## src/rtl/core/brf_pkg.sv

```systemverilog
package brf_pkg;

  // Q.30 constants for the cosine path
  localparam logic [38:0] HALF_PI   = 39'd1686629713;
  localparam logic [38:0] QUART_PI  = 39'd843314856;
  localparam logic [33:0] GAIN_INV  = 34'd652032874;
  // floor(2^46 / HALF_PI), never above the true reciprocal
  localparam logic [15:0] HALF_PI_RECIP = 16'd41721;
  localparam logic [30:0] TOL_RESET = 31'd134218;
  localparam logic [2:0]  ADDR_TOL  = 3'd0;

  // result of one evaluation of f, reduced to what the bisection test needs
  typedef struct packed {
    logic done;
    logic neg;
    logic zero;
  } brf_res_t;

  function automatic logic [31:0] atan_q30(input logic [5:0] idx);
    logic [31:0] v;
    case (idx)
      6'd0:  v = 32'h3243F6A8;
      6'd1:  v = 32'h1DAC6705;
      6'd2:  v = 32'h0FADBAFC;
      6'd3:  v = 32'h07F56EA6;
      6'd4:  v = 32'h03FEAB76;
      6'd5:  v = 32'h01FFD55B;
      6'd6:  v = 32'h00FFFAAA;
      6'd7:  v = 32'h007FFF55;
      6'd8:  v = 32'h003FFFEA;
      6'd9:  v = 32'h001FFFFD;
      6'd10: v = 32'h000FFFFF;
      6'd11: v = 32'h0007FFFF;
      6'd12: v = 32'h0003FFFF;
      6'd13: v = 32'h0001FFFF;
      6'd14: v = 32'h0000FFFF;
      6'd15: v = 32'h00007FFF;
      6'd16: v = 32'h00003FFF;
      6'd17: v = 32'h00001FFF;
      6'd18: v = 32'h00000FFF;
      6'd19: v = 32'h000007FF;
      6'd20: v = 32'h000003FF;
      6'd21: v = 32'h000001FF;
      6'd22: v = 32'h000000FF;
      6'd23: v = 32'h0000007F;
      6'd24: v = 32'h0000003F;
      6'd25: v = 32'h0000001F;
      6'd26: v = 32'h0000000F;
      6'd27: v = 32'h00000008;
      6'd28: v = 32'h00000004;
      6'd29: v = 32'h00000002;
      6'd30: v = 32'h00000001;
      default: v = 32'h00000000;
    endcase
    return v;
  endfunction

endpackage

```

## src/rtl/core/brf_feval.sv

```systemverilog
module brf_feval import brf_pkg::*; #(
  parameter int DATA_WIDTH    = 32,
  parameter int CORDIC_STAGES = 30
) (
  input  logic                  clk,
  input  logic                  rst_n,
  input  logic                  start,
  input  logic [DATA_WIDTH-1:0] x_in,
  output brf_res_t              res
);

  localparam logic [2:0] F_IDLE = 3'd0;
  localparam logic [2:0] F_SQ   = 3'd1;
  localparam logic [2:0] F_DIV  = 3'd2;
  localparam logic [2:0] F_ROT  = 3'd3;
  localparam logic [2:0] F_FIN  = 3'd4;

  logic [2:0]         state_r, state_nxt;
  logic [31:0]        ax_r;
  logic               huge_r;
  logic [63:0]        sq_r;
  logic [38:0]        rem_r;
  logic [7:0]         k_r;
  logic [2:0]         dcnt_r;
  logic [5:0]         icnt_r;
  logic signed [33:0] cx_r, cy_r;
  logic signed [32:0] cz_r;
  brf_res_t           res_r;

  logic signed [63:0] xs;
  logic [63:0]        ax64;
  logic [38:0]        u_w, rem_sub, kq_w, kh_w;
  logic signed [33:0] dx, dy, cs;
  logic signed [32:0] ang;
  logic signed [39:0] fv;

  always_comb begin
    xs      = 64'(signed'(x_in));
    ax64    = xs[63] ? (64'd0 - xs) : xs;
    rem_sub = rem_r - HALF_PI;
    kq_w    = 39'(rem_r[38:16]) * 39'(HALF_PI_RECIP);
    kh_w    = 39'(k_r) * HALF_PI;
    u_w     = (39'(ax_r) << 5) + (39'(ax_r) << 3) + QUART_PI;
    dx      = cy_r >>> icnt_r;
    dy      = cx_r >>> icnt_r;
    ang     = signed'({1'b0, atan_q30(icnt_r)});
    case (k_r[1:0])
      2'd0:    cs = cx_r;
      2'd1:    cs = -cy_r;
      2'd2:    cs = -cx_r;
      default: cs = cy_r;
    endcase
    fv = signed'({3'b000, sq_r[63:27]}) - 40'(cs >>> 3);
  end

  always_comb begin
    state_nxt = state_r;
    case (state_r)
      F_IDLE:  if (start) state_nxt = F_SQ;
      F_SQ:    state_nxt = F_DIV;
      F_DIV:   if (dcnt_r == 3'd0) state_nxt = F_ROT;
      F_ROT:   if (icnt_r == 6'(CORDIC_STAGES - 1)) state_nxt = F_FIN;
      F_FIN:   state_nxt = F_IDLE;
      default: state_nxt = F_IDLE;
    endcase
  end

  always_ff @(posedge clk) begin
    if (!rst_n) begin
      state_r <= F_IDLE;
      res_r   <= '0;
    end else begin
      state_r    <= state_nxt;
      res_r.done <= (state_r == F_FIN);
      if (state_r == F_FIN) begin
        res_r.neg  <= !huge_r && fv[39];
        res_r.zero <= !huge_r && (fv == 40'sd0);
      end
    end
  end

  always_ff @(posedge clk) begin
    case (state_r)
      F_IDLE: begin
        ax_r   <= ax64[31:0];
        huge_r <= |ax64[63:32];
      end
      F_SQ: begin
        sq_r   <= 64'(ax_r) * 64'(ax_r);
        rem_r  <= u_w;
        k_r    <= '0;
        dcnt_r <= 3'd2;
      end
      F_DIV: begin
        // estimate t / (pi/2) by reciprocal, at most one low; fix it last
        case (dcnt_r)
          3'd2:    k_r <= kq_w[37:30];
          3'd1:    rem_r <= rem_r - kh_w;
          default: begin
            if (rem_r >= HALF_PI) begin
              rem_r <= rem_sub;
              k_r   <= k_r + 8'd1;
            end
          end
        endcase
        dcnt_r <= dcnt_r - 3'd1;
        if (dcnt_r == 3'd0) begin
          cx_r   <= signed'(GAIN_INV);
          cy_r   <= '0;
          icnt_r <= '0;
        end
      end
      F_ROT: begin
        if (icnt_r == 6'd0) begin
          // first stage starts from the remainder, centered on zero
          if (rem_r >= QUART_PI) begin
            cx_r <= cx_r - dx;
            cy_r <= cy_r + dy;
            cz_r <= 33'(signed'({1'b0, rem_r}) - signed'({1'b0, QUART_PI})) - ang;
          end else begin
            cx_r <= cx_r + dx;
            cy_r <= cy_r - dy;
            cz_r <= 33'(signed'({1'b0, rem_r}) - signed'({1'b0, QUART_PI})) + ang;
          end
        end else if (!cz_r[32]) begin
          cx_r <= cx_r - dx;
          cy_r <= cy_r + dy;
          cz_r <= cz_r - ang;
        end else begin
          cx_r <= cx_r + dx;
          cy_r <= cy_r - dy;
          cz_r <= cz_r + ang;
        end
        icnt_r <= icnt_r + 6'd1;
      end
      default: ;
    endcase
  end

  assign res = res_r;

endmodule

```

## src/rtl/core/bisection_root_finder.sv

```systemverilog
// Channel   Direction  Transaction
// in_*      slave      tdata = {upper_end, lower_end}, one interval
// out_*     master     tdata = {limit_hit, steps_taken, root}, one result
// cfg_*     APB slave  register 0: tolerance
//
// A non-empty interval evaluates f once at lower_end and once per step taken; each
// evaluation of f runs a range reduction and CORDIC_STAGES rotations
// on the shared evaluation unit. Empty intervals skip evaluation entirely.
// rst_n is synchronous; it restores the tolerance and empties the pipeline.
// in_tready is low while an interval is in work; a stalled result holds.
module bisection_root_finder import brf_pkg::*; #(
  parameter int MAX_STEPS     = 40,
  parameter int DATA_WIDTH    = 32,
  parameter int CORDIC_STAGES = 30
) (
  input  logic        clk,
  input  logic        rst_n,
  input  logic        in_tvalid,
  output logic        in_tready,
  // [DW-1:0] lower_end, [2DW-1:DW] upper_end, zero fill
  input  logic [((2*DATA_WIDTH+7)/8)*8-1:0] in_tdata,
  output logic        out_tvalid,
  input  logic        out_tready,
  // [DW-1:0] root, [DW+6:DW] steps_taken, [DW+7] limit_hit, zero fill
  output logic [((DATA_WIDTH+15)/8)*8-1:0]  out_tdata,
  input  logic        cfg_psel,
  input  logic        cfg_penable,
  input  logic        cfg_pwrite,
  input  logic [2:0]  cfg_paddr,
  input  logic [31:0] cfg_pwdata,
  output logic [31:0] cfg_prdata,
  output logic        cfg_pready
);

  localparam int DW    = DATA_WIDTH;
  localparam int CW    = (DW > 31) ? DW : 31;
  localparam int OUT_W = ((DW + 15) / 8) * 8;

  localparam logic [2:0] S_IDLE = 3'd0;
  localparam logic [2:0] S_INIT = 3'd1;
  localparam logic [2:0] S_FA   = 3'd2;
  localparam logic [2:0] S_CHK  = 3'd3;
  localparam logic [2:0] S_FM   = 3'd4;
  localparam logic [2:0] S_DONE = 3'd5;

  logic [2:0]    state_r, state_nxt;
  logic [30:0]   tol_r;
  logic [DW-1:0] a_r, b_r, m_r;
  logic          fa_neg_r, fa_zero_r, limit_r;
  logic [6:0]    steps_r;
  logic          out_valid_r;
  logic [OUT_W-1:0] out_data_r;

  logic [DW:0]   sum_w;
  logic [DW-1:0] mid_w, width_w;
  logic          wide_w, fe_start;
  logic [DW-1:0] fe_x;
  brf_res_t      fe_res;

  always_comb begin
    sum_w   = {a_r[DW-1], a_r} + {b_r[DW-1], b_r};
    mid_w   = sum_w[DW:1];
    width_w = b_r - a_r;
    wide_w  = CW'(width_w) > CW'(tol_r);
    fe_start = ((state_r == S_INIT) && (signed'(a_r) < signed'(b_r))) ||
               ((state_r == S_CHK) && wide_w && (steps_r < 7'(MAX_STEPS)));
    fe_x     = (state_r == S_INIT) ? a_r : mid_w;
  end

  brf_feval #(.DATA_WIDTH(DW), .CORDIC_STAGES(CORDIC_STAGES)) u_feval (
    .clk   (clk),
    .rst_n (rst_n),
    .start (fe_start),
    .x_in  (fe_x),
    .res   (fe_res)
  );

  always_comb begin
    state_nxt = state_r;
    case (state_r)
      S_IDLE: if (in_tvalid) state_nxt = S_INIT;
      S_INIT: state_nxt = fe_start ? S_FA : S_DONE;
      S_FA:   if (fe_res.done) state_nxt = S_CHK;
      S_CHK:  state_nxt = fe_start ? S_FM : S_DONE;
      S_FM:   if (fe_res.done) state_nxt = S_CHK;
      S_DONE: if (!out_valid_r || out_tready) state_nxt = S_IDLE;
      default: state_nxt = S_IDLE;
    endcase
  end

  always_ff @(posedge clk) begin
    if (!rst_n) begin
      state_r     <= S_IDLE;
      tol_r       <= TOL_RESET;
      out_valid_r <= 1'b0;
    end else begin
      state_r <= state_nxt;
      if (cfg_psel && cfg_penable && cfg_pwrite && (cfg_paddr == ADDR_TOL))
        tol_r <= cfg_pwdata[30:0];
      if ((state_r == S_DONE) && (!out_valid_r || out_tready))
        out_valid_r <= 1'b1;
      else if (out_tready)
        out_valid_r <= 1'b0;
    end
  end

  always_ff @(posedge clk) begin
    case (state_r)
      S_IDLE: begin
        a_r     <= in_tdata[DW-1:0];
        b_r     <= in_tdata[2*DW-1:DW];
        steps_r <= '0;
        limit_r <= 1'b0;
      end
      S_FA: if (fe_res.done) begin
        fa_neg_r  <= fe_res.neg;
        fa_zero_r <= fe_res.zero;
      end
      S_CHK: begin
        m_r <= mid_w;
        if (wide_w && !(steps_r < 7'(MAX_STEPS))) limit_r <= 1'b1;
      end
      S_FM: if (fe_res.done) begin
        // root lies in [a, mid] when f(a) and f(mid) do not share a strict sign
        if (fa_zero_r || fe_res.zero || (fa_neg_r != fe_res.neg)) begin
          b_r <= m_r;
        end else begin
          a_r       <= m_r;
          fa_neg_r  <= fe_res.neg;
          fa_zero_r <= fe_res.zero;
        end
        steps_r <= steps_r + 7'd1;
      end
      S_DONE: if (!out_valid_r || out_tready)
        out_data_r <= OUT_W'({limit_r, steps_r, mid_w});
      default: ;
    endcase
  end

  assign in_tready  = (state_r == S_IDLE);
  assign out_tvalid = out_valid_r;
  assign out_tdata  = out_data_r;
  assign cfg_prdata = (cfg_paddr == ADDR_TOL) ? {1'b0, tol_r} : 32'd0;
  assign cfg_pready = 1'b1;

endmodule

```

## config.mk

```make
export PLATFORM = sky130hd
export DESIGN_NAME = bisection_root_finder
export DESIGN_NICKNAME = d
export VERILOG_FILES = /design/src/rtl/core/brf_pkg.sv /design/src/rtl/core/brf_feval.sv /design/src/rtl/core/bisection_root_finder.sv
export SDC_FILE = /design/constraint.sdc
export NUM_CORES = 2
export LEC_CHECK = 0
export BUFFER_PORTS_ARGS = -buffer_cell sky130_fd_sc_hd__buf_2
export CAP_MARGIN = 20
export CORE_MARGIN = 4
export CORE_UTILIZATION = 33
export CTS_CLUSTER_SIZE = 8
export DETAILED_ROUTE_END_ITERATION = 6
export PLACE_DENSITY = 0.56
export SYNTH_ARGS = -nofsm -noshare
export SYNTH_HDL_FRONTEND = slang
export SYNTH_SLANG_ARGS = --single-unit
export TNS_END_PERCENT = 30
```

## constraint.sdc

```tcl
create_clock -name clk -period 13.15 [get_ports clk]
set_clock_uncertainty 0.2 [all_clocks]
set_input_delay 3.945 -clock clk [delete_from_list [all_inputs] [get_ports clk]]
set_output_delay 3.945 -clock clk [all_outputs]
set_load 0.05 [all_outputs]
```

==> results_dict.tcl <==
set metrics [dict create \
    die-area_um2 265000 \
    drive_above_1_share_pct 5.72 \
    status "finished, final reports clean" \
    cts_tree "built" \
    synth_cells 9742 \
    synth-simple-area-share_pct 14.3 \
    cts_num_sinks 444 \
    criticalPathCategory "register to register" \
    drtIter0Drc 5207 \
    synthAdderAreaFrac_pct 39.4 \
    antenna_left 0 \
    cts-buffers-inserted 70 \
    wl_per_cell_um 20.0 \
    final_common_cell "inv_1" \
    drc_errors 0 \
    worstPathMaxFanout 16 \
    synth_xor_area_share_pct 5.19 \
    crit_slowest_cell "edfxtp_1" \
    yosysWarnings 0 \
    crit_arrival_ns 10.38 \
    slew_viol_final 0 \
    layout_common_cells "1,671 x inv_1, 1,038 x ha_1, 1,016 x fa_1" \
    clkTransAtPathRegs_ns 0.05 \
    viasPerCell 5.22 \
    grt_max_degree 74 \
    top_layer "met4" \
    ctsHoldBuffers 0 \
    htree_levels 3 \
    clock_path_buffers 3 \
    slew_headroom_pct 29.4 \
    ys_ff_latch 444 \
    die_x_um 514 \
    crit_path_end_kind "register" \
    syn2layout_area_growth_pct 8.10 \
    synthArstFlopShare_pct 0 \
    synth_top_family_by_area "adder cells" \
    crit_path_start_kind "register" \
    vias 68600 \
    ctsResizeCount 0 \
    syn_area_um2 84600 \
    synth_mux_area_share_pct 2.37 \
    synth_edf_count 373 \
    setup_tns_ns 0 \
    met1Wirelength_um 118000 \
    ys_seq_area_share_pct 14.9 \
    final_nets 11900 \
    gp_congestion 0.940 \
    cts_setup_buffers 0 \
    core_area_um2 255000 \
    avgSynthCellArea_um2 8.68 \
    wl_met2_um 123000 \
    clockRootBuffer "clkbuf_16" \
    fp-row-count 185 \
    min_path_type "register to register" \
    insertedDiodeCount 0 \
    path_common_cell "fa_1" \
    dp_hpwl_um 209000 \
    worst_pin_slew_ns 1.06 \
    maxCapViolations 0 \
    post-route-period-util_pct 77.3 \
    antenna_found_initial 4 \
    timing.final.crit_period_ns 10.17 \
    rsz0062_at_grt "no" \
    grt_pass1_wl_um 411000 \
    start_util_pct 33.2 \
    insertion_delay_ns 0.72 \
    hold_viol_final 0 \
    totalWireLength_um 263000 \
    setup_violations 0 \
    grt_overflow 0 \
    synthFlopType "edfxtp_1" \
    portBuffers 177 \
    grt_usage_pct 19.7 \
    synth_cell_types 103 \
    die_y_um 514 \
    grt_pass1_vias 70700 \
    fmax_ghz 0.0984 \
    synth_compound_area_share_pct 14.6 \
    crit_required_ns 13.36 \
    dr.pass1.iters 6 \
    wl_met3_um 14100 \
    io_pins 181 \
    cp_slowest_stage_delay_ns 0.90 \
]
[cells in the mapped netlist (67+ instances only)]
cell / n / share of area (%)
a211oi_1: 101 / 0.90
a21o_1: 178 / 1.6
a21oi_1: 602 / 3.6
a31oi_1: 93 / 0.69
and2_1: 281 / 2.1
clkbuf_1: 327 / 1.5
dfxtp_1: 71 / 1.7
edfxtp_1: 373 / 13
fa_1: 1016 / 24
ha_1: 1039 / 15
inv_1: 1674 / 7.4
mux2i_1: 92 / 1.1
nand2_1: 988 / 4.4
nand2b_1: 67 / 0.50
nand3_1: 108 / 0.64
nor2_1: 590 / 2.6
nor2b_1: 101 / 0.75
nor3_1: 147 / 0.87
o21ai_0: 413 / 2.4
o21bai_1: 87 / 0.77
xnor2_1: 347 / 3.6
xor2_1: 154 / 1.6
[metal layers]
layer	vias up	track usage [%]
met5	-	0
met4	0	5.28
met3	350	2.47
met2	1931	32.9
met1	34100	26.8
li1	32200	-
[final cells by class]
class,instances,area [um2]
clock buffers,107,2030
clock inverters,11,121
fillers,26300,163000
inverters,1680,6310
multi-input cells,7235,64300
flip-flops and latches,444,12600
well taps,3366,4210
repair buffers,302,1880
[worst paths after layout]
| kind | from | end | slack (ns) | depth (start not counted) |
|---|---|---|---|---|
| max | u_feval.ax_r[9] | u_feval.sq_r[50] | 2.98 | 26 |
| min | limit_r | out_tdata[39] | 0.22 | 0 |
| max reg2reg | u_feval.ax_r[9] | u_feval.sq_r[50] | 2.98 | 26 |
| min reg2reg | limit_r | out_tdata[39] | 0.22 | 0 |
[metrics by stage]
step	util (%)	hold slack [ns]	setup WS, ns	std cells	area [um2]
floorplan	-	0.200	4.02	9743	84600
global placement	35.0	0.216	2.85	13000	89200
detailed placement	35.0	0.211	2.96	13000	89200
CTS	35.9	0.228	2.95	13100	91400
global route	35.9	0.234	2.60	13100	91500
finish	35.9	0.221	2.98	13100	91500
[worst max-delay path, delay by kind of cell (launching register included)]
kind | cells | cell delay [ns]
buffers and inverters | 3 | 0.53
adders and majority gates | 9 | 4.48
DFF | 1 | 0.90
AOI/OAI and AO/OA | 11 | 2.90
xor gates and xnor gates | 1 | 0.09
and+or+nand+nor | 2 | 0.80
[cells by family after synthesis]
| logic type | after synthesis |
|---|---|
| AOI/OAI and AO/OA | 1941 |
| xor gates and xnor gates | 501 |
| adders and majority gates | 2055 |
| buffers and inverters | 2064 |
| DFF | 444 |
| muxes | 150 |
| other | 2 |
| and+or+nand+nor | 2585 |
[flip-flops by register name, indices dropped and copies added (netlist names), 33 cells and up, named ones only]
| register | cells |
|---|---|
| out_tdata | 40 |
| u_feval.rem_r | 39 |
| u_feval.sq_r | 37 |
| u_feval.cx_r | 34 |
| u_feval.cy_r | 34 |
| u_feval.cz_r | 33 |
Power is left out: the tool's default activity adds up to more than one toggle a clock period on the data nets, which glitch-free logic cannot reach.
